[src/hw/rtl/sine_cosine_polynomial_unit_top_macros.svh]
// Assertion macros for the sine/cosine polynomial unit.
`ifndef SINE_COSINE_POLYNOMIAL_UNIT_TOP_MACROS_SVH
`define SINE_COSINE_POLYNOMIAL_UNIT_TOP_MACROS_SVH

`ifndef SYNTHESIS

// same-cycle implication
`define SCPU_ASSERT_IMPL(lbl, clk, rst_n, ante, cons) \
    lbl: assert property (@(posedge clk) disable iff (!rst_n) (ante) |-> (cons)) \
        else $error("scpu assertion failed");

// next-cycle implication
`define SCPU_ASSERT_NEXT(lbl, clk, rst_n, ante, cons) \
    lbl: assert property (@(posedge clk) disable iff (!rst_n) (ante) |=> (cons)) \
        else $error("scpu assertion failed");

`else

`define SCPU_ASSERT_IMPL(lbl, clk, rst_n, ante, cons)
`define SCPU_ASSERT_NEXT(lbl, clk, rst_n, ante, cons)

`endif

`endif

[src/hw/rtl/scpu_pkg.sv]
// Shared types, constants and pipeline timing for the sine/cosine polynomial unit.
package scpu_pkg;

    localparam int ANGLE_WIDTH  = 32;
    localparam int RESULT_WIDTH = 32;
    localparam int RES_FRAC     = RESULT_WIDTH - 2;

    // working angle: Q42 in 48 bits
    localparam int XW          = 48;
    localparam int ANGLE_SHIFT = XW - ANGLE_WIDTH;

    // multiplier operand and product widths
    localparam int MW   = 64;
    localparam int HW   = MW / 2;
    localparam int PW   = 2 * MW;
    localparam int SH_W = 7;

    typedef logic signed [XW-1:0] angle_q_t;
    typedef logic signed [MW-1:0] word_t;

    typedef struct packed {
        logic full;
        logic empty;
    } q_status_t;

    localparam logic [XW-1:0] PI_Q42      = 48'h0C90_FDAA_2217;
    localparam logic [XW-1:0] HALF_PI_Q42 = 48'h0648_7ED5_110B;

    localparam int DIV_STEPS    = 4;
    localparam int FRONT_STAGES = DIV_STEPS + 3;

    localparam int Q_DEPTH = 4;
    localparam int Q_AW    = $clog2(Q_DEPTH);

    // group A in Q40, group B in Q64
    localparam word_t COEF_A [4] = '{
        64'sd1099511627776, -64'sd183251937963, 64'sd9162596898, -64'sd218157069
    };
    localparam word_t COEF_B [4] = '{
        64'sd50834275696409, -64'sd462125089543, 64'sd2960203609, -64'sd13585270
    };

    localparam logic [SH_W-1:0] SH_X2  = 7'd54;
    localparam logic [SH_W-1:0] SH_Q30 = 7'd30;
    localparam logic [SH_W-1:0] SH_X8  = 7'd40;
    localparam logic [SH_W-1:0] SH_A   = 7'd10;
    localparam logic [SH_W-1:0] SH_BX  = 7'd54;
    localparam logic [SH_W-1:0] SH_F   = SH_W'(72 - RES_FRAC);

    localparam word_t RES_ONE = 64'sd1 <<< RES_FRAC;
    localparam logic signed [RESULT_WIDTH-1:0] OUT_ONE =
        {2'b01, {RES_FRAC{1'b0}}};
    localparam logic signed [RESULT_WIDTH-1:0] OUT_MINUS_ONE = -OUT_ONE;

    // back-end timing, in cycles after the operand register
    localparam int MUL_LAT = 5;
    localparam int T_X2    = MUL_LAT;
    localparam int T_X8    = 3 * MUL_LAT;
    localparam int T_A1    = 2 * MUL_LAT + 1;
    localparam int T_A2    = 3 * MUL_LAT + 2;
    localparam int T_A3    = 4 * MUL_LAT + 3;
    localparam int T_S     = 5 * MUL_LAT + 4;
    localparam int T_F     = 6 * MUL_LAT + 4;

    localparam int X2_DLY  = T_A2 - T_X2;
    localparam int X2_TAP1 = T_A1 - T_X2 - 1;
    localparam int X2_TAP2 = T_A2 - T_X2 - 1;
    localparam int X8_DLY  = T_A3 - T_X8;
    localparam int X8_TAP  = T_A3 - T_X8 - 1;
    localparam int X_DLY   = T_S + 1;

endpackage

[src/hw/rtl/scpu_queue.sv]
// Short register queue between the classifying front end and the polynomial back end.
module scpu_queue (
    input  logic                      clk,
    input  logic                      rst_n,
    input  logic                      push,
    input  scpu_pkg::angle_q_t        push_data,
    input  logic                      pop,
    output scpu_pkg::angle_q_t        pop_data,
    output scpu_pkg::q_status_t       status
);

    scpu_pkg::angle_q_t          mem_reg [scpu_pkg::Q_DEPTH];
    logic [scpu_pkg::Q_AW-1:0]   wr_ptr_reg, wr_ptr_next;
    logic [scpu_pkg::Q_AW-1:0]   rd_ptr_reg, rd_ptr_next;
    logic [scpu_pkg::Q_AW:0]     cnt_reg, cnt_next;

    always_comb
    begin
        wr_ptr_next = push ? wr_ptr_reg + 1'b1 : wr_ptr_reg;
        rd_ptr_next = pop ? rd_ptr_reg + 1'b1 : rd_ptr_reg;
        cnt_next    = cnt_reg;
        if (push && !pop)
        begin
            cnt_next = cnt_reg + 1'b1;
        end
        else if (pop && !push)
        begin
            cnt_next = cnt_reg - 1'b1;
        end
    end

    always_ff @(posedge clk or negedge rst_n)
    begin
        if (!rst_n)
        begin
            wr_ptr_reg <= '0;
            rd_ptr_reg <= '0;
            cnt_reg    <= '0;
        end
        else
        begin
            wr_ptr_reg <= wr_ptr_next;
            rd_ptr_reg <= rd_ptr_next;
            cnt_reg    <= cnt_next;
        end
    end

    always_ff @(posedge clk)
    begin
        if (push)
        begin
            mem_reg[wr_ptr_reg] <= push_data;
        end
    end

    assign pop_data     = mem_reg[rd_ptr_reg];
    assign status.full  = (cnt_reg == (scpu_pkg::Q_AW+1)'(scpu_pkg::Q_DEPTH));
    assign status.empty = (cnt_reg == '0);

endmodule

[config.mk]
export PLATFORM = sky130hd
export DESIGN_NAME = scpu_queue
export DESIGN_NICKNAME = d
export VERILOG_FILES = /design/src/hw/rtl/sine_cosine_polynomial_unit_top_macros.svh /design/src/hw/rtl/scpu_pkg.sv /design/src/hw/rtl/scpu_queue.sv
export SDC_FILE = /design/constraint.sdc
export NUM_CORES = 1
export LEC_CHECK = 0
export BUFFER_PORTS_ARGS = -buffer_cell sky130_fd_sc_hd__clkbuf_2
export CAP_MARGIN = 40
export CELL_PAD_IN_SITES_DETAIL_PLACEMENT = 1
export CELL_PAD_IN_SITES_GLOBAL_PLACEMENT = 1
export CORE_MARGIN = 2
export CORE_UTILIZATION = 45
export CTS_CLUSTER_DIAMETER = 60
export DETAILED_ROUTE_END_ITERATION = 10
export PLACE_DENSITY = 0.86
export SLEW_MARGIN = 20
export SYNTH_ARGS = -nofsm -noshare
export SYNTH_HDL_FRONTEND = slang
export SYNTH_SLANG_ARGS = --single-unit
[constraint.sdc]
create_clock -name clk -period 2.2 [get_ports clk]
set_clock_uncertainty 0.15 [all_clocks]
set_input_delay 0.44 -clock clk [delete_from_list [all_inputs] [get_ports clk]]
set_output_delay 0.44 -clock clk [all_outputs]
set_load 0.01 [all_outputs]
# ---- After elaboration in Yosys (flattened, before gate mapping)
# Memory sizes are Yosys's and may differ from the RTL's.
# Cells that the tools add are included.
dict set report classes {
  add_sub_neg 4
  eq_ne 1
  mux 4
  reduce_logical 6
}
# op count
set op_table {}
lappend op_table {{3-bit 2-to-1 mux} 2}
lappend op_table {{2-bit by 1-bit adder with 2-bit output, second input constant} 2}
lappend op_table {{3-bit by 1-bit adder with 3-bit output, second input constant} 1}
lappend op_table {{3-bit == test, second input constant} 1}
lappend op_table {{3-bit logical NOT} 1}
lappend op_table {{3-bit by 1-bit subtractor with 3-bit output, second input constant} 1}
lappend op_table {{1-bit logical AND} 2}
lappend op_table {{1-bit logical NOT} 2}
lappend op_table {{1-bit 2-to-1 mux} 2}
lappend op_table {{2-bit nonzero test} 1}
dict set report word_totals {
  register_bits 7
  ram_bits 192
  out_inout_bits 50
  wordCells 19
  mem_count 1
}
# memory depth width rd rd_clocked_by_memory_dff write_ports line_no
set mem_list {}
lappend mem_list {mem_reg 4 48 1 0 1 scpu_queue.sv:12} ;# scpu_pkg::angle_q_t mem_reg [scpu_pkg::Q_DEPTH];

# ---- Logic depth before layout (Yosys ltp)
# Gate-level depths: netlist (run 1).
dict set report logic_depth {
  ltp_word 4
  mapped_depth 7
  mapped_depth_nobuf 7
}

# ---- Worst setup path before layout (run 1)
# No wires, ideal clock.
dict set report synth_timing {
  path_type {register -> register}
  start {register wr_ptr_reg[0] (netlist name)}
  end {memory mem_reg[2][0] (netlist name), enable pin}
  arrival_ns 1.762
  required_ns 1.640
  setup_slack_ns -0.123
  path_stages_with_launch 4
  synth_period_minus_slack_ns 2.323
  cell_sequence {dfrtp_1 > inv_1 > ha_1 > and2_1}
}
# item line_no
set synth_rtl {}
lappend synth_rtl {{start: declaration} scpu_queue.sv:13} ;# logic [scpu_pkg::Q_AW-1:0] wr_ptr_reg, wr_ptr_next;
lappend synth_rtl {{start signal: assignment} scpu_queue.sv:42} ;# wr_ptr_reg <= wr_ptr_next;
lappend synth_rtl {{end: declaration} scpu_queue.sv:12}
# No word-level cell before the write port.

# ---- Final worst setup path (run 1)
dict set report layout_timing {
  start {register rd_ptr_reg[0] (netlist name)}
  end {output pop_data[4]}
}
dict set report layout_via {
  elab_chain_cells 1
}
# item line_no
set layout_rtl {}
lappend layout_rtl {{start: declaration} scpu_queue.sv:14} ;# logic [scpu_pkg::Q_AW-1:0] rd_ptr_reg, rd_ptr_next;
lappend layout_rtl {{start signal: assignment} scpu_queue.sv:43} ;# rd_ptr_reg <= rd_ptr_next;
lappend layout_rtl {{memory read 4 x 48 bit} -}
lappend layout_rtl {{end: declaration} scpu_queue.sv:8} ;# output scpu_pkg::angle_q_t pop_data,
# Every way passes these cells.

==> results of run 1 <==
-- stage by stage --
stage	instances	cell area, µm²	setup slack (ns)	util
3_5_place_dp	604	8210	0.220	0.515
3_3_place_gp	604	8210	0.236	0.515
6_report	644	9010	-0.253	0.565
4_1_cts	636	8790	-0.247	0.551
2_1_floorplan	285	7380	0.391	-
5_1_grt	644	9010	-0.288	0.565
-- cell usage after synthesis --
cell	count
sky130_fd_sc_hd__and2_1	4
sky130_fd_sc_hd__buf_12	5
sky130_fd_sc_hd__buf_2	4
sky130_fd_sc_hd__buf_4	1
sky130_fd_sc_hd__buf_6	1
sky130_fd_sc_hd__dfrtp_1	7
sky130_fd_sc_hd__edfxtp_1	192
sky130_fd_sc_hd__fa_1	1
sky130_fd_sc_hd__ha_1	5
sky130_fd_sc_hd__inv_1	4
sky130_fd_sc_hd__mux2_2	1
sky130_fd_sc_hd__mux4_2	48
sky130_fd_sc_hd__nand2_1	2
sky130_fd_sc_hd__nor2_1	1
sky130_fd_sc_hd__nor3_1	1
sky130_fd_sc_hd__nor3b_1	1
sky130_fd_sc_hd__o21ai_0	1
sky130_fd_sc_hd__xnor2_1	2
sky130_fd_sc_hd__xor2_1	4
-- per-layer routing --
metal | track usage | up-vias
met4 | 0.0586 | 0
li1 | - | 1466
met5 | 0 | -
met3 | 0.0496 | 14
met1 | 0.204 | 1848
met2 | 0.301 | 81
-- worst max path at each step --
stage | from | endpoint | slack [ns]
3_5_place_dp | rd_ptr_reg[0]$_DFFE_PN0P_ | pop_data[4] | 0.22
2_1_floorplan | wr_ptr_reg[0]$_DFFE_PN0P_ | mem_reg[2][0]$_DFFE_PP_ | 0.39
5_1_grt | rd_ptr_reg[0]$_DFFE_PN0P_ | pop_data[4] | -0.29
4_1_cts | rd_ptr_reg[0]$_DFFE_PN0P_ | pop_data[4] | -0.25
3_3_place_gp | rd_ptr_reg[0]$_DFFE_PN0P_ | pop_data[5] | 0.24
6_report | rd_ptr_reg[0]$_DFFE_PN0P_ | pop_data[4] | -0.25
-- layout by cell type, fill, tap and decap left out --
cell type / n
sky130_fd_sc_hd__xor2_1: 4
sky130_fd_sc_hd__buf_6: 7
sky130_fd_sc_hd__o21ai_0: 1
sky130_fd_sc_hd__dfrtp_4: 1
sky130_fd_sc_hd__edfxtp_1: 192
sky130_fd_sc_hd__mux4_2: 48
sky130_fd_sc_hd__dlygate4sd3_1: 1
sky130_fd_sc_hd__ha_1: 5
sky130_fd_sc_hd__buf_4: 5
sky130_fd_sc_hd__nor2_1: 1
sky130_fd_sc_hd__bufinv_16: 3
sky130_fd_sc_hd__fa_1: 1
sky130_fd_sc_hd__clkbuf_1: 5
sky130_fd_sc_hd__clkinv_4: 2
sky130_fd_sc_hd__clkbuf_2: 92
sky130_fd_sc_hd__buf_16: 1
sky130_fd_sc_hd__nor3b_1: 1
sky130_fd_sc_hd__mux2_2: 1
sky130_fd_sc_hd__buf_2: 3
sky130_fd_sc_hd__nor3_1: 1
sky130_fd_sc_hd__clkinvlp_4: 1
sky130_fd_sc_hd__and2_2: 4
sky130_fd_sc_hd__dfrtp_1: 5
sky130_fd_sc_hd__buf_12: 9
sky130_fd_sc_hd__clkinv_2: 1
sky130_fd_sc_hd__clkbuf_16: 21
sky130_fd_sc_hd__nand2_1: 2
sky130_fd_sc_hd__inv_1: 4
sky130_fd_sc_hd__xnor2_1: 2
sky130_fd_sc_hd__clkinv_1: 2
sky130_fd_sc_hd__dfrtp_2: 1
sky130_fd_sc_hd__buf_8: 1
-- timing repair --
action,CTS,global route
hold buffers,1,0
setup buffers,0,2
cloned,0,6
endpoints found under the setup margin,48,48
gates resized for setup,0,27
hold endpoints to repair,7,0
-- kinds of logic (layout without fill, tap and decap cells) --
kind of cell,Yosys count,count (layout),share of synthesized area
and+or+nand+nor,9,9,0.00661
buffers and inverters,15,158,0.0209
muxes,49,49,0.148
DFF,199,199,0.805
xor gates and xnor gates,6,6,0.00712
AOI/OAI and AO/OA,1,1,0.000678
adders and majority gates,6,6,0.0112
-- layout make-up --
class                   instances  area (µm²)  share of cell area
clock buffers                  22         444              0.0493
clock inverters                 9         128              0.0142
inverters                       4        15.0             0.00167
multi-input cells              71        1290               0.143
flip-flops and latches        199        5950               0.660
well taps                     216         270              0.0300
repair buffers                123         925               0.103
-- power groups by stage --
| stage | combinational, mW | clock [mW] | sequential [mW] |
|---|---|---|---|
| 3_5_place_dp | 3.55 | 0 | 5.28 |
| 2_1_floorplan | 2.37 | 0 | 5.17 |
| 3_3_place_gp | 3.46 | 0 | 5.21 |
| 6_report | 4.02 | 3.03 | 5.20 |
| 5_1_grt | 4.29 | 3.23 | 5.27 |
| 4_1_cts | 3.56 | 3.10 | 5.21 |
==> run metrics, run 1 <==
Worst R2R End mem_reg[2][44]$_DFFE_PP_; Clock Tree Buf Depth 2; sequential-to-total area share from yosys stat 0.805; starting density of the core 0.463; path depth of the worst reg2reg path 4; count of final max-slew check failures 0; Min-Delay Path Depth 1; Worst Tran Pin Value 0.446 ns; via density per instance 5.29; CP max stage cell sky130_fd_sc_hd__mux4_2; final wirelength 14900 µm; top layer reached by signal wires met4; signal arrival time at the worst endpoint 1.86 ns; routed length on met2 8170 µm; Cell Pwr Density 1360 mW/mm²; flip-flop count of the largest register after layout 192; power consumption between 10 and 15 mW; Die Height 132 µm; synthesized area 0.00738 mm²; area overhead of the layout relative to synthesis 22.2%; worst skew pair latency 0.42 ns; Final setup violation count 48; total number of cells along the worst setup path 4; failing checks negative setup slack; per-instance average area after synthesis 25.9 µm²; class of the worst hold path input pin to flop; Max Cap Violations 0; site row count 46; area fraction of the dominant cell type after synthesis 0.782; remaining number of nets flagged by the antenna check after routing 0; clock tree root driver cell sky130_fd_sc_hd__clkbuf_16; total clock sinks just under 200; Hold Worst Slack 0.0789 ns; Die Footprint 0.0174 mm²; antenna violations before repair 0; post-layout minimum cycle time ~2.5 ns; Gate Count Post-Synth around 290; critical path launch point type flop; Max transition margin 0.703; Setup Crit Path Kind flop to primary output; FMAX 408 MHz; gr usage total 0.172; CP max stage delay 0.54 ns; relative contribution of combinational cells to total power 0.328; Final Hold Viols 0; share of layout cells above drive strength 1 0.470; number of global-route vias before repair 3773; H-Tree Depth 4; Crit path max-delay family multiplexers; diodes inserted 0; Initial DRT Pass Iterations 4; unrepaired setup endpoints after global routing yes; yosys synthesis warning count 0; number of ports placed on the die boundary 102; Total Nets Final between 400 and 500; FF-to-FF Start wr_ptr_reg[0]$_DFFE_PN0P_; Critical Path Fanout Max 6; DR vias 3409; data required time of the worst path 1.61 ns; count of port buffers added during placement 101; leakage power figure 3.15 nW; WL met1 5980 µm; Endpoint, Worst Hold mem_reg[3][34]$_DFFE_PP_; top post-synthesis cells by area sky130_fd_sc_hd__edfxtp_1, sky130_fd_sc_hd__mux4_2, sky130_fd_sc_hd__dfrtp_1, sky130_fd_sc_hd__buf_12, sky130_fd_sc_hd__ha_1; clock edge transition at the registers on the reported setup and hold paths 0.07 ns; final setup TNS -9.99 ns; number of storage elements in the synthesis netlist 199; wire length per cell roughly 23 µm; run status finished, violations left; worst reg2reg setup slack roughly 0.42 ns; DRC marker count from the first detailed-route iteration 152; net switching component of the power 3.46 mW; half-perimeter wire length after detailed placement 9180 µm; TritonCTS clock tree done; amount of wire on met3 after detailed routing 551 µm; cell-internal power 8.79 mW; total DRC errors in the routed layout 0; synth unique cells 19; combined buffer and inverter count along the critical path 3; final worst-path setup slack -0.253 ns; min-delay src push_data[34]; worst vdd ir slightly above 600 µV; proportion of power drawn by flip-flops and latches 0.424; Inserted Clock Buffers 17; Syn Nets 343; CP Cell Sequence buf_12 > buf_16 > mux4_2 > clkbuf_2; sort of element at the end of the critical path primary output; final worst-path cycle share 1.12; Die X 132 µm; standard cell core area 0.0159 mm²; remaining global-route overflow 0; Final GP Congestion 0.688; proportion of total power due to net switching 0.282; first-pass GRT wire length 21900 µm; clock group share of total power 0.248; maximum number of pins on one net before global-route repair 35; total of fill cells in the finished design between 1000 and 1500; cell type with the highest aggregate area in the netlist sky130_fd_sc_hd__edfxtp_1
Power figures use the tool's default switching activity.
==> run 2: changes to the inputs <==
--- a/config.mk
+++ b/config.mk
@@ -10,10 +10,10 @@
 export CELL_PAD_IN_SITES_DETAIL_PLACEMENT = 1
 export CELL_PAD_IN_SITES_GLOBAL_PLACEMENT = 1
 export CORE_MARGIN = 2
-export CORE_UTILIZATION = 45
+export CORE_UTILIZATION = 50
 export CTS_CLUSTER_DIAMETER = 60
 export DETAILED_ROUTE_END_ITERATION = 10
-export PLACE_DENSITY = 0.86
+export PLACE_DENSITY = 0.9
 export SLEW_MARGIN = 20
 export SYNTH_ARGS = -nofsm -noshare
 export SYNTH_HDL_FRONTEND = slang
==> constraint.sdc (replaced) <==
create_clock -name clk -period 2.85 [get_ports clk]
set_clock_uncertainty 0.15 [all_clocks]
set_input_delay 0.57 -clock clk [delete_from_list [all_inputs] [get_ports clk]]
set_output_delay 0.57 -clock clk [all_outputs]
set_load 0.01 [all_outputs]
==> run metrics, run 2 (synthesized netlist as in run 1, its figures left out) <==
path depth of the worst reg2reg path 4 (unchanged); leakage power figure 3.06 nW (-3.1%); flip-flop count of the largest register after layout 192 (unchanged); sort of element at the end of the critical path primary output; Worst R2R End mem_reg[0][23]$_DFFE_PP_; worst reg2reg setup slack 0.99 ns (+0.57 ns); count of final max-slew check failures 0 (unchanged); relative contribution of combinational cells to total power 0.292 (-0.036); Total Nets Final 467 (-1.5%); FMAX 368 MHz; clock edge transition at the registers on the reported setup and hold paths 0.07 ns (about the same); DRC marker count from the first detailed-route iteration 226 (+49%); cell-internal power 6.33 mW (-28%); end point of the critical path pop_data[10]; H-Tree Depth 4 (unchanged); critical path launch point type flop; CP max stage delay 0.63 ns (+0.09 ns); DR vias 3294 (-3.4%); final setup TNS 0 ns (+9.99 ns); clock group share of total power 0.246 (-0.002); Die Height 125 µm (-5.0%); combined buffer and inverter count along the critical path 2 (-1); post-layout minimum cycle time about 2.7 ns; run status complete, no violations; Max transition margin 0.641 (-0.0619); Final GP Congestion 0.651 (-5.3%); remaining number of nets flagged by the antenna check after routing 0 (unchanged); half-perimeter wire length after detailed placement 9380 µm (+2.2%); worst skew pair latency 0.42 ns (about the same); Die Footprint 0.0157 mm² (-9.7%); total clock sinks 199 (unchanged); count of port buffers added during placement 101 (unchanged); clock tree root driver cell sky130_fd_sc_hd__clkbuf_16; most frequent standard cell in the layout excluding fill and tap cells sky130_fd_sc_hd__edfxtp_1; maximum number of pins on one net before global-route repair 21 (-40%); share of layout cells above drive strength 1 0.474 (+0.00431); CP Cell Sequence buf_12 > mux4_2 > clkbuf_2; Clock Tree Buf Depth 2 (unchanged); signal arrival time at the worst endpoint 1.99 ns (+0.13 ns); proportion of total power due to net switching 0.290 (+0.00728); worst vdd ir 503 µV (-17%); FF-to-FF Start wr_ptr_reg[0]$_DFFE_PN0P_; number of buffers added for setup after CTS 0 (unchanged); antenna violations before repair 0 (unchanged); most frequent cells in the layout sky130_fd_sc_hd__edfxtp_1, sky130_fd_sc_hd__clkbuf_2, sky130_fd_sc_hd__mux4_2; TritonCTS clock tree done; Final setup violation count 0 (-100%); diodes inserted 0 (unchanged); hold-fix buffers at CTS 1 (unchanged); Die X 125 µm (-5.0%); net switching component of the power 2.58 mW (-25%); first-pass GRT wire length 21500 µm (-2.0%); unrepaired setup endpoints after global routing no; Inserted Clock Buffers 17 (unchanged); total number of cells along the worst setup path 3 (-1); number of global-route vias before repair 3737 (-0.95%); standard cell core area 0.0145 mm² (-9.2%); final worst-path cycle share 0.953; starting density of the core 0.509 (+0.0468); Setup crit start rd_ptr_reg[0]$_DFFE_PN0P_; Setup Crit Path Kind flop to primary output; wire length per cell 22.7 µm (-1.5%); CP max stage cell sky130_fd_sc_hd__dfrtp_4; final wirelength 13800 µm (-7.3%); Cell Pwr Density 1020 mW/mm² (-25%); total DRC errors in the routed layout 0 (unchanged); power consumption 8.92 mW (-27%); gr usage total 0.189 (+0.0168); remaining global-route overflow 0 (unchanged); via density per instance 5.44 (+2.7%); Final Hold Viols 0 (unchanged); Critical Path Fanout Max 16 (+10); proportion of power drawn by flip-flops and latches 0.461 (+0.037); Max Cap Violations 0 (unchanged); Worst Tran Pin Value 0.539 ns (+0.0928 ns); site row count 44 (-4.3%); class of the worst hold path input pin to flop; Crit path max-delay family flip-flops; Initial DRT Pass Iterations 4 (unchanged); area overhead of the layout relative to synthesis 19.0%; CTS-repair resized insts 0 (unchanged); data required time of the worst path 2.13 ns (+0.52 ns); number of ports placed on the die boundary 102 (unchanged)
==> run 2: cell types whose count changed in the layout (fill, tap and decap cells not counted), sizes merged <==
cell | before | now
bufinv | 3 | 1
clkbuf | 118 | 119
clkinvlp | 1 | 4
clkinv | 5 | 9
buf | 26 | 14
==> run 2: per-layer routing <==
metal | vias up | GRT usage | wire (µm) | part of all wire
met5 | - | 0 | 0 | 0
met1 | 1726 | 0.227 | 5420 | 0.39
met4 | 0 | 0.0699 | 241 | 0.017
li1 | 1454 | - | - | -
met2 | 88 | 0.327 | 7540 | 0.55
met3 | 26 | 0.0526 | 574 | 0.042
==> run 2: final cells by class <==
class | count | area, µm²
fillers | 1210 | 5700
multi-input cells | 71 | 1290
well taps | 184 | 230
flip-flops and latches | 199 | 5950
repair buffers | 116 | 758
clock buffers | 18 | 429
clock inverters | 14 | 111
inverters | 4 | 15.0
==> run 2: power by group through the flow <==
stage          combinational, mW  clock, mW  sequential [mW]
2_1_floorplan               1.83          0             4.01
3_3_place_gp                2.60          0             4.13
3_5_place_dp                2.69          0             4.19
4_1_cts                     2.69       2.23             4.13
5_1_grt                     2.82       2.34             4.18
6_report                    2.61       2.20             4.11
==> run 2: worst min-delay path by stage <==
stage | slack, ns | from | cells past startpoint | endpoint
after floorplan | 0.12 | rst_n | 0 | cnt_reg[0]$_DFFE_PN0P_
after global placement | 0.27 | rst_n | 1 | cnt_reg[2]$_DFFE_PN0P_
final | 0.21 | push_data[38] | 1 | mem_reg[3][38]$_DFFE_PP_
after detailed placement | 0.29 | rst_n | 1 | cnt_reg[2]$_DFFE_PN0P_
after CTS | 0.19 | push_data[38] | 1 | mem_reg[3][38]$_DFFE_PP_
after global routing | 0.20 | pop | 2 | rd_ptr_reg[0]$_DFFE_PN0P_
==> run 2: metrics by stage <==
step	setup WS (ns)	cell area [µm²]	hold slack, ns	util	instances
after floorplan	0.527	7380	0.124	-	285
after global routing	0.0301	8780	0.195	0.606	606
final	0.135	8780	0.209	0.606	606
after CTS	0.0806	8780	0.190	0.606	606
after global placement	0.562	8230	0.272	0.568	573
after detailed placement	0.548	8230	0.286	0.568	573
