==> config.mk <==
export PLATFORM = sky130hd
export DESIGN_NAME = scpu_front
export DESIGN_NICKNAME = d
export VERILOG_FILES = /design/src/hw/rtl/sine_cosine_polynomial_unit_top_macros.svh /design/src/hw/rtl/scpu_pkg.sv /design/src/hw/rtl/scpu_front.sv
export SDC_FILE = /design/constraint.sdc
export NUM_CORES = 1
export LEC_CHECK = 0
export BUFFER_PORTS_ARGS = -buffer_cell sky130_fd_sc_hd__buf_2
export CELL_PAD_IN_SITES_DETAIL_PLACEMENT = 1
export CELL_PAD_IN_SITES_GLOBAL_PLACEMENT = 2
export CORE_ASPECT_RATIO = 1.1
export CORE_MARGIN = 8
export CORE_UTILIZATION = 25
export DETAILED_ROUTE_END_ITERATION = 10
export HOLD_SLACK_MARGIN = 0.12
export PLACE_DENSITY = 0.61
export SLEW_MARGIN = 20
export SYNTH_ARGS = -nofsm -noshare
export SYNTH_HDL_FRONTEND = slang
export SYNTH_SLANG_ARGS = --single-unit
==> constraint.sdc <==
create_clock -name clk -period 30.7 [get_ports clk]
set_clock_uncertainty 0.1 [all_clocks]
set_input_delay 7.675 -clock clk [delete_from_list [all_inputs] [get_ports clk]]
set_output_delay 7.675 -clock clk [all_outputs]
set_load 0.1 [all_outputs]
==> src/hw/rtl/sine_cosine_polynomial_unit_top_macros.svh <==
// Assertion macros for the sine/cosine polynomial unit.
`ifndef SINE_COSINE_POLYNOMIAL_UNIT_TOP_MACROS_SVH
`define SINE_COSINE_POLYNOMIAL_UNIT_TOP_MACROS_SVH

`ifndef SYNTHESIS

// same-cycle implication
`define SCPU_ASSERT_IMPL(lbl, clk, rst_n, ante, cons) \
    lbl: assert property (@(posedge clk) disable iff (!rst_n) (ante) |-> (cons)) \
        else $error("scpu assertion failed");

// next-cycle implication
`define SCPU_ASSERT_NEXT(lbl, clk, rst_n, ante, cons) \
    lbl: assert property (@(posedge clk) disable iff (!rst_n) (ante) |=> (cons)) \
        else $error("scpu assertion failed");

`else

`define SCPU_ASSERT_IMPL(lbl, clk, rst_n, ante, cons)
`define SCPU_ASSERT_NEXT(lbl, clk, rst_n, ante, cons)

`endif

`endif

==> src/hw/rtl/scpu_pkg.sv <==
// Shared types, constants and pipeline timing for the sine/cosine polynomial unit.
package scpu_pkg;

    localparam int ANGLE_WIDTH  = 32;
    localparam int RESULT_WIDTH = 32;
    localparam int RES_FRAC     = RESULT_WIDTH - 2;

    // working angle: Q42 in 48 bits
    localparam int XW          = 48;
    localparam int ANGLE_SHIFT = XW - ANGLE_WIDTH;

    // multiplier operand and product widths
    localparam int MW   = 64;
    localparam int HW   = MW / 2;
    localparam int PW   = 2 * MW;
    localparam int SH_W = 7;

    typedef logic signed [XW-1:0] angle_q_t;
    typedef logic signed [MW-1:0] word_t;

    typedef struct packed {
        logic full;
        logic empty;
    } q_status_t;

    localparam logic [XW-1:0] PI_Q42      = 48'h0C90_FDAA_2217;
    localparam logic [XW-1:0] HALF_PI_Q42 = 48'h0648_7ED5_110B;

    localparam int DIV_STEPS    = 4;
    localparam int FRONT_STAGES = DIV_STEPS + 3;

    localparam int Q_DEPTH = 4;
    localparam int Q_AW    = $clog2(Q_DEPTH);

    // group A in Q40, group B in Q64
    localparam word_t COEF_A [4] = '{
        64'sd1099511627776, -64'sd183251937963, 64'sd9162596898, -64'sd218157069
    };
    localparam word_t COEF_B [4] = '{
        64'sd50834275696409, -64'sd462125089543, 64'sd2960203609, -64'sd13585270
    };

    localparam logic [SH_W-1:0] SH_X2  = 7'd54;
    localparam logic [SH_W-1:0] SH_Q30 = 7'd30;
    localparam logic [SH_W-1:0] SH_X8  = 7'd40;
    localparam logic [SH_W-1:0] SH_A   = 7'd10;
    localparam logic [SH_W-1:0] SH_BX  = 7'd54;
    localparam logic [SH_W-1:0] SH_F   = SH_W'(72 - RES_FRAC);

    localparam word_t RES_ONE = 64'sd1 <<< RES_FRAC;
    localparam logic signed [RESULT_WIDTH-1:0] OUT_ONE =
        {2'b01, {RES_FRAC{1'b0}}};
    localparam logic signed [RESULT_WIDTH-1:0] OUT_MINUS_ONE = -OUT_ONE;

    // back-end timing, in cycles after the operand register
    localparam int MUL_LAT = 5;
    localparam int T_X2    = MUL_LAT;
    localparam int T_X8    = 3 * MUL_LAT;
    localparam int T_A1    = 2 * MUL_LAT + 1;
    localparam int T_A2    = 3 * MUL_LAT + 2;
    localparam int T_A3    = 4 * MUL_LAT + 3;
    localparam int T_S     = 5 * MUL_LAT + 4;
    localparam int T_F     = 6 * MUL_LAT + 4;

    localparam int X2_DLY  = T_A2 - T_X2;
    localparam int X2_TAP1 = T_A1 - T_X2 - 1;
    localparam int X2_TAP2 = T_A2 - T_X2 - 1;
    localparam int X8_DLY  = T_A3 - T_X8;
    localparam int X8_TAP  = T_A3 - T_X8 - 1;
    localparam int X_DLY   = T_S + 1;

endpackage

==> src/hw/rtl/scpu_front.sv <==
// Front end: input transfer, angle scaling and cosine range reduction by pi.
module scpu_front (
    input  logic                                   clk,
    input  logic                                   rst_n,
    input  logic                                   in_valid,
    output logic                                   in_ready,
    input  logic                                   req_type,
    input  logic signed [scpu_pkg::ANGLE_WIDTH-1:0] angle,
    input  scpu_pkg::q_status_t                    q_status,
    output logic                                   push,
    output scpu_pkg::angle_q_t                     push_data
);

    localparam int LAST = scpu_pkg::FRONT_STAGES - 1;

    logic [LAST:0]             vld_reg, vld_next;
    logic                      req_reg [LAST];
    scpu_pkg::angle_q_t        x_reg [LAST];
    scpu_pkg::angle_q_t        x0_next;
    logic [scpu_pkg::XW-1:0]   r_reg [scpu_pkg::DIV_STEPS+1];
    logic [scpu_pkg::XW-1:0]   r_next [scpu_pkg::DIV_STEPS+1];
    logic                      par_reg, par_next;
    scpu_pkg::angle_q_t        f_reg, f_next;
    logic                      en;

    assign en       = !vld_reg[LAST] || !q_status.full;
    assign in_ready = en;
    assign push     = vld_reg[LAST] && !q_status.full;
    assign push_data = f_reg;

    assign vld_next = {vld_reg[LAST-1:0], in_valid};
    assign x0_next  = scpu_pkg::angle_q_t'(angle) <<< scpu_pkg::ANGLE_SHIFT;

    // |x| then restoring division by pi, one quotient bit per stage
    always_comb
    begin
        logic [scpu_pkg::XW-1:0] dv;
        logic                    ge;
        dv        = '0;
        ge        = 1'b0;
        r_next[0] = x_reg[0][scpu_pkg::XW-1] ? $unsigned(-x_reg[0]) : $unsigned(x_reg[0]);
        for (int j = 1; j <= scpu_pkg::DIV_STEPS; j++)
        begin
            dv        = scpu_pkg::PI_Q42 << (scpu_pkg::DIV_STEPS - j);
            ge        = (r_reg[j-1] >= dv);
            r_next[j] = ge ? r_reg[j-1] - dv : r_reg[j-1];
        end
        par_next = ge;
    end

    // with req_type set, f = |rem| - pi/2, negated for an even quotient; else x passes on
    always_comb
    begin
        scpu_pkg::angle_q_t rs;
        scpu_pkg::angle_q_t hp;
        rs = $signed(r_reg[scpu_pkg::DIV_STEPS]);
        hp = $signed(scpu_pkg::HALF_PI_Q42);
        if (req_reg[LAST-1])
        begin
            f_next = par_reg ? rs - hp : hp - rs;
        end
        else
        begin
            f_next = x_reg[LAST-1];
        end
    end

    always_ff @(posedge clk or negedge rst_n)
    begin
        if (!rst_n)
        begin
            vld_reg <= '0;
        end
        else if (en)
        begin
            vld_reg <= vld_next;
        end
    end

    always_ff @(posedge clk)
    begin
        if (en)
        begin
            req_reg[0] <= req_type;
            x_reg[0]   <= x0_next;
            for (int i = 1; i < LAST; i++)
            begin
                req_reg[i] <= req_reg[i-1];
                x_reg[i]   <= x_reg[i-1];
            end
            r_reg   <= r_next;
            par_reg <= par_next;
            f_reg   <= f_next;
        end
    end

endmodule

== After elaboration in Yosys (flattened, before gate mapping) ==
Memory sizes are Yosys's and may differ from the RTL's.
Cells that the tools add are included.
Storage, ports and cells
  register bits: 296
  RAM bits: 294
  input port bits: 38
  output and inout bits: 50
  logic and storage cells: 35
  memories kept: 2
Operators by class
  add/sub/neg operators: 7
  order comparisons: 4
  multiplexer cells: 9
  reductions and logical operators: 4
Memories
  x_reg: depth 6, bits a word 48, read ports 6, clocked after memory_dff 0, write ports 6, line scpu_front.sv:18  | scpu_pkg::angle_q_t x_reg [LAST];
  req_reg: depth 6, bits a word 1, read ports 6, clocked after memory_dff 0, write ports 6, line scpu_front.sv:17  | logic req_reg [LAST];
Operators by type and width (count)
  $mux W48: 6
  $sub A48 B44 Y48 const B: 2
  $ge A48 B44 Y1 const B: 1
  $ge A48 B45 Y1 const B: 1
  $ge A48 B46 Y1 const B: 1
  $ge A48 B47 Y1 const B: 1
  $neg A48 Y48: 1
  $sub A44 B48 Y48 const A: 1
  $sub A48 B45 Y48 const B: 1
  $sub A48 B46 Y48 const B: 1
  $sub A48 B47 Y48 const B: 1
  $mux W47: 1
  $logic_not A1 Y1: 2
  $mux W1: 2
  $logic_and A1 B1 Y1: 1
  $logic_or A1 B1 Y1: 1

== Depth between registers and ports, before layout ==
Gate-level depths: netlist (run 1).
  depth in word-level cells: 4
  mapped depth: 13
  mapped depth without buffers: 11

== Least setup slack after synthesis (run 1) ==
OpenSTA, ideal clock, no wires.
  path type: input to output
  start: input port q_status[1] (netlist name)
  end: output port in_ready
  arrival: 17.641 ns
  data required time: 22.925 ns
  path slack: 5.284 ns
  cell stages on the path: 1
  buffers on the path: 0
  cell sequence: nand2_1
On the way
  word-level cells in the longest chain between the ends: 2
RTL lines
  from (decl): line scpu_front.sv:9  | input scpu_pkg::q_status_t q_status,
  $logic_not A1 Y1: line scpu_front.sv:26  | assign en = !vld_reg[LAST] || !q_status.full;
  $logic_or A1 B1 Y1: line scpu_front.sv:26
  to (decl): line scpu_front.sv:6  | output logic in_ready,
Every way passes these cells.

== Worst setup path in the final report (run 1) ==
Same ends and word-level chain as after synthesis.

==> results.yml, run 1 <==
clocking:
  insertion_delay_ps: 600
  cts_tree: "done"
  root_buffer: "clkbuf_16"
  h-tree-depth: 2
  cts_sinks: 446
  cts.repair.resized: 0
  cts_hold_buf: 0
  clk_path_buf_depth: 3
  clk_pin_slew_ps: 60
  cts_buffers: 49
  cts_setup_buffers: 0
setup_path:
  cpLargestDelayFamily: "buffers and inverters"
  crit_path_start_kind: "input pin"
  r2r-start: "r_reg[169]$_DFFE_PP_"
  rrSetupSlack_ps: 26750
  critPathKind: "input pin to output port"
  worstPathArrival_ps: 8790
  cp_common_cell: "buf_2"
  crit_required_ps: 22930
  end_kind: "output port"
  crit_path_top_delay_cell: "buf_2"
  endpoint: "in_ready"
  crit_cells: 3
  path_cells: "buf_2, nand2_4, buf_2"
  critical_path.startpoint: "q_status[1]"
  worstRegToRegCells: 9
  cp_max_fo: 33
  r2r_end: "r_reg[129]$_DFFE_PP_"
  max_stage_delay_ps: 540
  crit_buf_inv: 2
final_layout:
  final_layout_size_suffix_gt1_share_pct: 13.1
  area_growth_pct: 15.7
  final_common_cell: "edfxtp_1"
  largest_reg_flops: 195
  final_cell_mix: "439 x edfxtp_1, 143 x nor2_1, 123 x xnor2_1"
  finalNonFillerCells: 2872
  antennaDiodeCount: 0
  fin_area_mm2: 0.0243
  fin_nets: 1812
  postLayoutCoreUtil_pct: 29.2
routing:
  drt-initial-drc-count: 721
  wl_per_cell_um: 19.0
  vias: 13429
  totalWireLength_um: 54600
  dr.pass1.iters: 5
  routed_via_density: 4.68
  drtAntennaViolNets: 0
  drc: 0
floorplanning:
  start_util_pct: 25.2
  io_pins: 88
  rows: 111
  core_mm2: 0.0833
  chipHeight_um: 320
  dieArea_mm2: 0.0936
  die_x_um: 292
sta:
  fmax_ghz: 0.0604
  worst_pin_slew_ps: 1060
  hold_slack_ps: 311
  hold_viol: 0
  rsz0062_at_grt: "no"
  period_minus_slack_ps: 16560
  setup_viol: 0
  fin_ws_ps: 14140
  tns_ps: 0
  slew_viol_final: 0
  fin_crit_sh_pct: 53.9
  slew-limit-headroom_pct: 29.2
placed_design:
  dp_slack_ps: 14100
  routabilityCongestion: 0.845
  portBuffers: 86
  dpl-instance-area_mm2: 0.0226
  dp_cells: 2782
  dpl.hpwl_um: 41000
global_route:
  antenna_found_initial: 3
  grt_max_degree: 165
  overflow: 0
  grt_usage_pct: 11.4
  grt_pass1_vias: 14201
  grt_pass1_wl_um: 85000
pwr:
  total_power_mw: 3.12
  p_leak_nw: 8.46
  irDropWorstVdd_v: 0.0000656
  powerDensity_mw_per_mm2: 129
yosys:
  async_flop_share_pct: 1.57
  ys_warn_count: 0
  ys_ff_latch: 446
  synth.avg_cell_area_um2: 12.5
  synth_cell_types: 85
  synthCells: 1678
  synth-edff-count: 439
  synthFlopType: "edfxtp_1"
  syn-num-nets: 1730
  synth-seq-area-share_pct: 63.6
  syn_area_mm2: 0.0210
flow_run:
  max-cap-violations: 0
status:
  status: "complete, no violations"
hold_path:
  hold_path.class: "flip-flop to flip-flop"
cells in the mapped netlist (10+ instances only):
| library cell | number | area share (%) |
|---|---|---|
| a211oi_1 | 10 | 0.36 |
| a21oi_1 | 88 | 2.1 |
| mux2_2 | 27 | 1.4 |
| a21o_1 | 13 | 0.46 |
| nor4_1 | 24 | 0.71 |
| a31oi_1 | 20 | 0.60 |
| xor2_1 | 79 | 3.3 |
| o211ai_1 | 13 | 0.46 |
| edfxtp_1 | 439 | 63 |
| and2_1 | 18 | 0.54 |
| o41ai_1 | 10 | 0.42 |
| nand4_1 | 16 | 0.48 |
| or3_1 | 17 | 0.51 |
| o31ai_1 | 25 | 0.89 |
| ha_1 | 14 | 0.83 |
| nand3_1 | 37 | 0.88 |
| o21ai_0 | 79 | 1.9 |
| and3_1 | 15 | 0.45 |
| inv_1 | 43 | 0.77 |
| nor2_1 | 143 | 2.6 |
| nand2_1 | 120 | 2.1 |
| o21a_1 | 14 | 0.50 |
| xnor2_1 | 123 | 5.1 |
| nand2b_1 | 16 | 0.48 |
| or2_2 | 15 | 0.45 |
| nor3_1 | 55 | 1.3 |
| clkbuf_1 | 48 | 0.86 |
where the power goes:
part | switching (mW) | internal (mW)
clock | 0.241 | 0.371
combinational | 0.797 | 0.377
sequential | 0.268 | 1.07
total | 1.31 | 1.82
cell families (layout without fill, tap and decap cells):
group	after synthesis	after routing	share of synthesized area, %
AND/OR/NAND/NOR	515	515	12.0
flip-flops	446	446	63.6
AO/OA/AOI/OAI	357	357	11.2
XOR/XNOR	202	202	8.42
buffers and inverters	112	233	2.19
multiplexers	32	32	1.71
adder cells (fa/ha/maj)	14	14	0.834
area by class of cell:
| class | count | area (um^2) |
|---|---|---|
| Timing Repair Buffer | 98 | 533 |
| Inverter | 45 | 171 |
| Sequential cell | 446 | 13400 |
| Clock inverter | 31 | 434 |
| Multi-Input combinational cell | 1120 | 7200 |
| Fill cell | 9125 | 59000 |
| Clock buffer | 59 | 1260 |
| Tap cell | 1073 | 1340 |
worst min-delay path by stage:
stage,startpoint,endpoint,slack (ps),cells past startpoint
after floorplan,r_reg[208]$_DFFE_PP_,r_reg[160]$_DFFE_PP_,300,0
after detailed placement,x_reg[1][41]$_DFFE_PP_,x_reg[2][41]$_DFFE_PP_,310,0
after global routing,x_reg[3][31]$_DFFE_PP_,x_reg[4][31]$_DFFE_PP_,320,0
final,x_reg[4][42]$_DFFE_PP_,x_reg[5][42]$_DFFE_PP_,310,0
after CTS,x_reg[3][29]$_DFFE_PP_,x_reg[4][29]$_DFFE_PP_,320,0
after global placement,x_reg[3][44]$_DFFE_PP_,x_reg[4][44]$_DFFE_PP_,300,0
routing by layer:
metal / global-route usage (%) / part of all wire [%]
met1: 14.2 / 45
met2: 20.1 / 49
met5: 0 / 0
met3: 1.86 / 3.2
met4: 3.53 / 2.8
(Power assumes the default switching activity.)
==> run 2, diff against run 1 <==
--- a/config.mk
+++ b/config.mk
@@ -13,7 +13,7 @@
 export CORE_UTILIZATION = 25
 export DETAILED_ROUTE_END_ITERATION = 10
 export HOLD_SLACK_MARGIN = 0.12
-export PLACE_DENSITY = 0.61
+export PLACE_DENSITY = 0.63
 export SLEW_MARGIN = 20
 export SYNTH_ARGS = -nofsm -noshare
 export SYNTH_HDL_FRONTEND = slang
==> constraint.sdc (replaced) <==
create_clock -name clk -period 14 [get_ports clk]
set_clock_uncertainty 0.1 [all_clocks]
set_input_delay 3.5 -clock clk [delete_from_list [all_inputs] [get_ports clk]]
set_output_delay 3.5 -clock clk [all_outputs]
set_load 0.1 [all_outputs]
==> run 2 against run 1 <==
  * Non-clock buffer count is 2 higher
  * Critical path type unchanged
  * Worst hold slack better by 5.9 ps
  * Global-route usage about the same
  * Largest cell class unchanged
  * Clock power increased by 120%
  * Critical path depth did not move
  * Sequential cell count stayed put
  * Clock-buffer cell count is the same
  * Cell area fell by 0.11%
  * Sequential share of layout area is 0.062 points higher
  * Routed wire length down 0.41%
  * Combinational power rose by 120%
==> results.yml, run 2 (same netlist as run 1, synthesis figures left out) <==
routing:
  drt-initial-drc-count: 760
  routed_via_density: 4.66
  drc: 0
  vias: 13395
  wl_per_cell_um: 18.9
  dr.pass1.iters: 5
  drtAntennaViolNets: 0
  totalWireLength_um: 54400
global_route:
  overflow: 0
  grtUsageMet1_pct: 14.4
  grt_max_degree: 87
  grt_util_met3_pct: 1.82
  grt_pass1_vias: 14035
  grt_usage_pct: 11.4
  antenna_found_initial: 1
  grt_pass1_wl_um: 84500
  busiest_layer: "met2"
  met2_usage_pct: 19.7
sta:
  fmax_ghz: 0.123
  slew_viol_final: 0
  worst_pin_slew_ps: 1010
  rsz0062_at_grt: "no"
  tns_ps: 0
  slew-limit-headroom_pct: 32.4
  fin_crit_sh_pct: 58.2
  setup_viol: 0
  period_minus_slack_ps: 8140
  hold_viol: 0
setup_path:
  worstRegToRegCells: 9
  end_kind: "output port"
  crit_path_start_kind: "input pin"
  r2r-start: "r_reg[169]$_DFFE_PP_"
  critical_path.startpoint: "q_status[1]"
  critPathKind: "input pin to output port"
  max_stage_delay_ps: 540
  endpoint: "in_ready"
  cpLargestDelayFamily: "buffers and inverters"
  worstPathArrival_ps: 4540
  crit_cells: 3
  cp_common_cell: "buf_2"
  path_cells: "buf_2, nand2_8, buf_2"
  cp_max_fo: 48
  rrSetupSlack_ps: 9990
  crit_required_ps: 10400
  r2r_end: "r_reg[140]$_DFFE_PP_"
  crit_path_top_delay_cell: "buf_2"
  crit_buf_inv: 2
final_layout:
  final_layout_size_suffix_gt1_share_pct: 13.2
  fin_nets: 1814
  postLayoutCoreUtil_pct: 29.1
  area_growth_pct: 15.5
  final_common_cell: "edfxtp_1"
  final_cell_mix: "439 x edfxtp_1, 143 x nor2_1, 123 x xnor2_1"
  antennaDiodeCount: 0
  fillers: 9118
  largest_reg_flops: 195
  finalNonFillerCells: 2873
clocking:
  cts_sinks: 446
  cts_tree: "done"
  cts_setup_buffers: 0
  cts_hold_buf: 0
  h-tree-depth: 2
  insertion_delay_ps: 610
  clk_pin_slew_ps: 60
  clk_path_buf_depth: 3
  root_buffer: "clkbuf_16"
  cts_buffers: 49
  cts.repair.resized: 0
status:
  status: "complete, no violations"
pwr:
  irDropWorstVdd_v: 0.000119
  total_power_mw: 6.82
  p_leak_nw: 8.45
  powerDensity_mw_per_mm2: 281
placed_design:
  routabilityCongestion: 0.842
  portBuffers: 86
  dp_cells: 2784
  dpl.hpwl_um: 40500
flow_run:
  max-cap-violations: 0
floorplanning:
  rows: 111
  die_x_um: 292
  chipHeight_um: 320
  io_pins: 88
  dieArea_mm2: 0.0936
  core_mm2: 0.0833
  start_util_pct: 25.2
hold_path:
  hold_path.class: "flip-flop to flip-flop"
-- run 2: layer usage --
layer / part of all wire [%] / vias up
met5: 0 / -
met4: 2.8 / 0
met3: 3.2 / 80
met2: 49 / 197
met1: 45 / 6661
li1: - / 6457
-- run 2: per-stage QoR --
step	hold WS, ps	cell area, um^2	worst slack, ps
after floorplan	300	21000	1310
after global placement	302	22600	5840
after detailed placement	305	22600	5820
after CTS	317	24300	5820
after global routing	322	24300	5790
final	317	24300	5860
-- run 2: cell type report --
cell class | instances | area, um^2 | share of cell area [%]
clock buffer | 59 | 1260 | 5.21
clock inverter | 30 | 392 | 1.61
inverter | 45 | 171 | 0.706
multi-input combinational | 1120 | 7200 | 29.7
sequential | 446 | 13400 | 55.0
tap | 1073 | 1340 | 5.53
timing repair buffer | 100 | 539 | 2.22
-- run 2: worst register-to-register path, stage by stage, from the launching register on --
cell,delay (ps)
edfxtp_1,450
a21oi_1,160
nor4_1,680
nor2b_1,420
a211oi_1,180
nor3_2,220
nand2b_1,750
inv_4,270
or3_1,400
xnor2_1,140
-- run 2: worst min-delay path by stage --
stage                      startpoint                     end  slack (ps)  cells after the start
3_5_place_dp   x_reg[2][26]$_DFFE_PP_  x_reg[3][26]$_DFFE_PP_         310                      0
2_1_floorplan    r_reg[208]$_DFFE_PP_    r_reg[160]$_DFFE_PP_         300                      0
3_3_place_gp   x_reg[4][27]$_DFFE_PP_  x_reg[5][27]$_DFFE_PP_         300                      0
5_1_grt        x_reg[2][47]$_DFFE_PP_  x_reg[3][47]$_DFFE_PP_         320                      0
4_1_cts        x_reg[2][47]$_DFFE_PP_  x_reg[3][47]$_DFFE_PP_         320                      0
6_report         req_reg[3]$_DFFE_PP_    req_reg[4]$_DFFE_PP_         320                      0
-- run 2: power breakdown --
| group | switching [mW] | internal (mW) | total [mW] |
|---|---|---|---|
| registers | 0.582 | 2.34 | 2.92 |
| logic | 1.75 | 0.827 | 2.58 |
| clock network | 0.537 | 0.780 | 1.32 |
==> run 3, diff against run 2 <==
--- a/config.mk
+++ b/config.mk
@@ -5,6 +5,7 @@
 export SDC_FILE = /design/constraint.sdc
 export NUM_CORES = 1
 export LEC_CHECK = 0
+export ABC_AREA = 1
 export BUFFER_PORTS_ARGS = -buffer_cell sky130_fd_sc_hd__buf_2
 export CELL_PAD_IN_SITES_DETAIL_PLACEMENT = 1
 export CELL_PAD_IN_SITES_GLOBAL_PLACEMENT = 2
@@ -13,7 +14,7 @@
 export CORE_UTILIZATION = 25
 export DETAILED_ROUTE_END_ITERATION = 10
 export HOLD_SLACK_MARGIN = 0.12
-export PLACE_DENSITY = 0.63
+export PLACE_DENSITY = 0.66
 export SLEW_MARGIN = 20
 export SYNTH_ARGS = -nofsm -noshare
 export SYNTH_HDL_FRONTEND = slang
==> constraint.sdc (replaced) <==
create_clock -name clk -period 8.1 [get_ports clk]
set_clock_uncertainty 0.1 [all_clocks]
set_input_delay 2.025 -clock clk [delete_from_list [all_inputs] [get_ports clk]]
set_output_delay 2.025 -clock clk [all_outputs]
set_load 0.1 [all_outputs]
==> run 3 against run 2 <==
  * Core utilization fell by 0.36 points
  * Final cell count rose by 55%
  * Sequential power rose by 73%
  * Highest routed layer unchanged
  * Setup slack got worse by 2800 ps
  * First-iteration DRC count rose by 54%
==> results.yml, run 3 <==
status:
  status: "complete, no violations"
floorplanning:
  chipHeight_um: 348
  rows: 122
  core_mm2: 0.100
  dieArea_mm2: 0.111
  io_pins: 88
  start_util_pct: 25.1
  die_x_um: 318
global_route:
  grt_max_degree: 173
  overflow: 0
  grt_pass1_wl_um: 129000
  antenna_found_initial: 2
  grt_usage_pct: 14.9
  grt_pass1_vias: 20906
clocking:
  insertion_delay_ps: 650
  root_buffer: "clkbuf_16"
  h-tree-depth: 2
  cts.repair.resized: 0
  cts_hold_buf: 0
  clk_path_buf_depth: 3
  cts_setup_buffers: 0
  cts_tree: "done"
  cts_buffers: 51
  cts_sinks: 446
  clk_pin_slew_ps: 60
final_layout:
  final_layout_size_suffix_gt1_share_pct: 6.82
  final_cell_mix: "927 x nand2_1, 439 x edfxtp_1, 364 x inv_1"
  largest_reg_flops: 195
  area_growth_pct: 14.7
  antennaDiodeCount: 0
  final_common_cell: "nand2_1"
  fillers: 11920
  postLayoutCoreUtil_pct: 28.8
  fin_area_mm2: 0.0288
  fin_nets: 3177
yosys:
  synth_xor_xnor_area_share_pct: 4.18
  synth_most_common_cell: "nand2_1"
  async_flop_share_pct: 1.57
  syn_area_mm2: 0.0251
  ys_warn_count: 0
  synth_top_area_share_pct: 52.5
  synthCells: 3027
  synth.area.mux_share_pct: 0.0448
  synth.avg_cell_area_um2: 8.30
  synth-edff-count: 439
  synth-seq-area-share_pct: 53.2
  syn-num-nets: 3079
  yosys.area_share.adder_pct: 0.697
  synthFlopType: "edfxtp_1"
  synthSimpleGateAreaFrac_pct: 28.0
  ys_ff_latch: 446
  synth_cell_types: 49
  synth_top_area_cell: "edfxtp_1"
  synth_common_cells: "928 x nand2_1, 439 x edfxtp_1, 364 x inv_1"
  synth_top_family_by_area: "simple AND/OR/NAND/NOR gates"
  synth.area.top_cells: "edfxtp_1 52%, nand2_1 14%, inv_1 5.4%, nand3_1 5.1%, nor2_1 4.9%"
  synth_compound_area_share_pct: 7.14
placed_design:
  dpl.hpwl_um: 68100
  portBuffers: 86
  routabilityCongestion: 0.868
  dpl-instance-area_mm2: 0.0270
setup_path:
  worstPathArrival_ps: 2920
  rrSetupSlack_ps: 4850
  critPathKind: "input pin to output port"
  end_kind: "output port"
  crit_path_start_kind: "input pin"
  r2r_end: "r_reg[21]$_DFFE_PP_"
  cp_max_fo: 23
  r2r-start: "r_reg[86]$_DFFE_PP_"
  crit_required_ps: 5980
  worstRegToRegCells: 12
sta:
  worst_pin_slew_ps: 1160
  rsz0062_at_grt: "no"
  fin_crit_sh_pct: 62.3
  hold_viol: 0
  tns_ps: 0
  setup_viol: 0
  fmax_ghz: 0.198
  hold_slack_ps: 314
  slew-limit-headroom_pct: 22.8
  slew_viol_final: 0
  period_minus_slack_ps: 5050
pwr:
  internal_power_mw: 6.99
  p_leak_nw: 12.2
  seq_power_share_pct: 36.8
  power.share.clock_pct: 17.8
  irDropWorstVdd_v: 0.000267
  p_comb_share_pct: 45.4
  switching_share_pct: 48.8
  netSwitchingPower_mw: 6.68
  total_power_mw: 13.7
  powerDensity_mw_per_mm2: 475
routing:
  dr.pass1.iters: 5
  wl_per_cell_um: 19.1
  drc: 0
  vias: 20358
  totalWireLength_um: 85200
  drtAntennaViolNets: 0
  routed_via_density: 4.56
  drt-initial-drc-count: 1167
hold_path:
  hp-start: "x_reg[4][44]$_DFFE_PP_"
  hold_path.class: "flip-flop to flip-flop"
  hold_path_end: "x_reg[5][44]$_DFFE_PP_"
  min_delay_path_depth: 0
flow_run:
  max-cap-violations: 0
-- run 3: cell types whose count changed in the layout (fill, tap and decap cells not counted), moves of 36 or more --
| cell | before | now |
|---|---|---|
| inv_1 | 43 | 364 |
| nand2_1 | 119 | 927 |
| nand4_1 | 16 | 52 |
| o21ai_0 | 79 | 166 |
| nor2_1 | 143 | 328 |
| xnor2_1 | 123 | 20 |
| nand3_1 | 37 | 258 |
-- run 3: metal layers --
metal  up-vias  global-route usage, %  wire length (um)
li1      10265                      -                 -
met4         0                   4.48              2440
met5         -                      0                 0
met3       101                   1.69              2350
met1      9709                   18.4             37600
met2       283                   27.2             42800
-- run 3: area by class of cell --
type	instances	area (um^2)	share of cell area (%)
Sequential cell	446	13400	46.4
Timing Repair Buffer	101	568	1.97
Tap cell	1302	1630	5.66
Multi-Input combinational cell	2153	10100	35.0
Clock inverter	37	485	1.69
Inverter	372	1400	4.85
Clock buffer	56	1290	4.50
-- run 3: worst max-delay path by stage --
stage | start | end | slack, ps | cells after the start
floorplan | q_status[1] | in_ready | 490 | 2
global placement | q_status[1] | in_ready | 3020 | 3
detailed placement | q_status[1] | in_ready | 3010 | 3
CTS | q_status[1] | in_ready | 3010 | 3
global route | q_status[1] | in_ready | 2990 | 3
finish | q_status[1] | in_ready | 3050 | 3
-- run 3: cells by family after synthesis --
logic type,count (synthesis)
flip-flops,446
multiplexers,1
buffers and inverters,428
XOR/XNOR,120
AO/OA/AOI/OAI,332
adder cells (fa/ha/maj),14
AND/OR/NAND/NOR,1686
-- run 3: metrics by stage --
step	instances	setup slack, ps
5_1_grt	4467	2990
6_report	4467	3050
3_5_place_dp	4374	3010
3_3_place_gp	4374	3020
4_1_cts	4467	3010
2_1_floorplan	3027	494
-- run 3: worst max-delay path, stage by stage --
cell     delay, ps
buf_2          120
nand2_4        250
buf_2          500
-- run 3: power by group through the flow --
stage,registers (mW),clock network [mW],logic (mW)
after floorplan,5.53,0,3.61
after global placement,5.08,0,6.25
after detailed placement,5.10,0,6.28
after CTS,5.06,2.52,6.30
after global routing,5.17,2.60,6.88
final,5.04,2.43,6.20
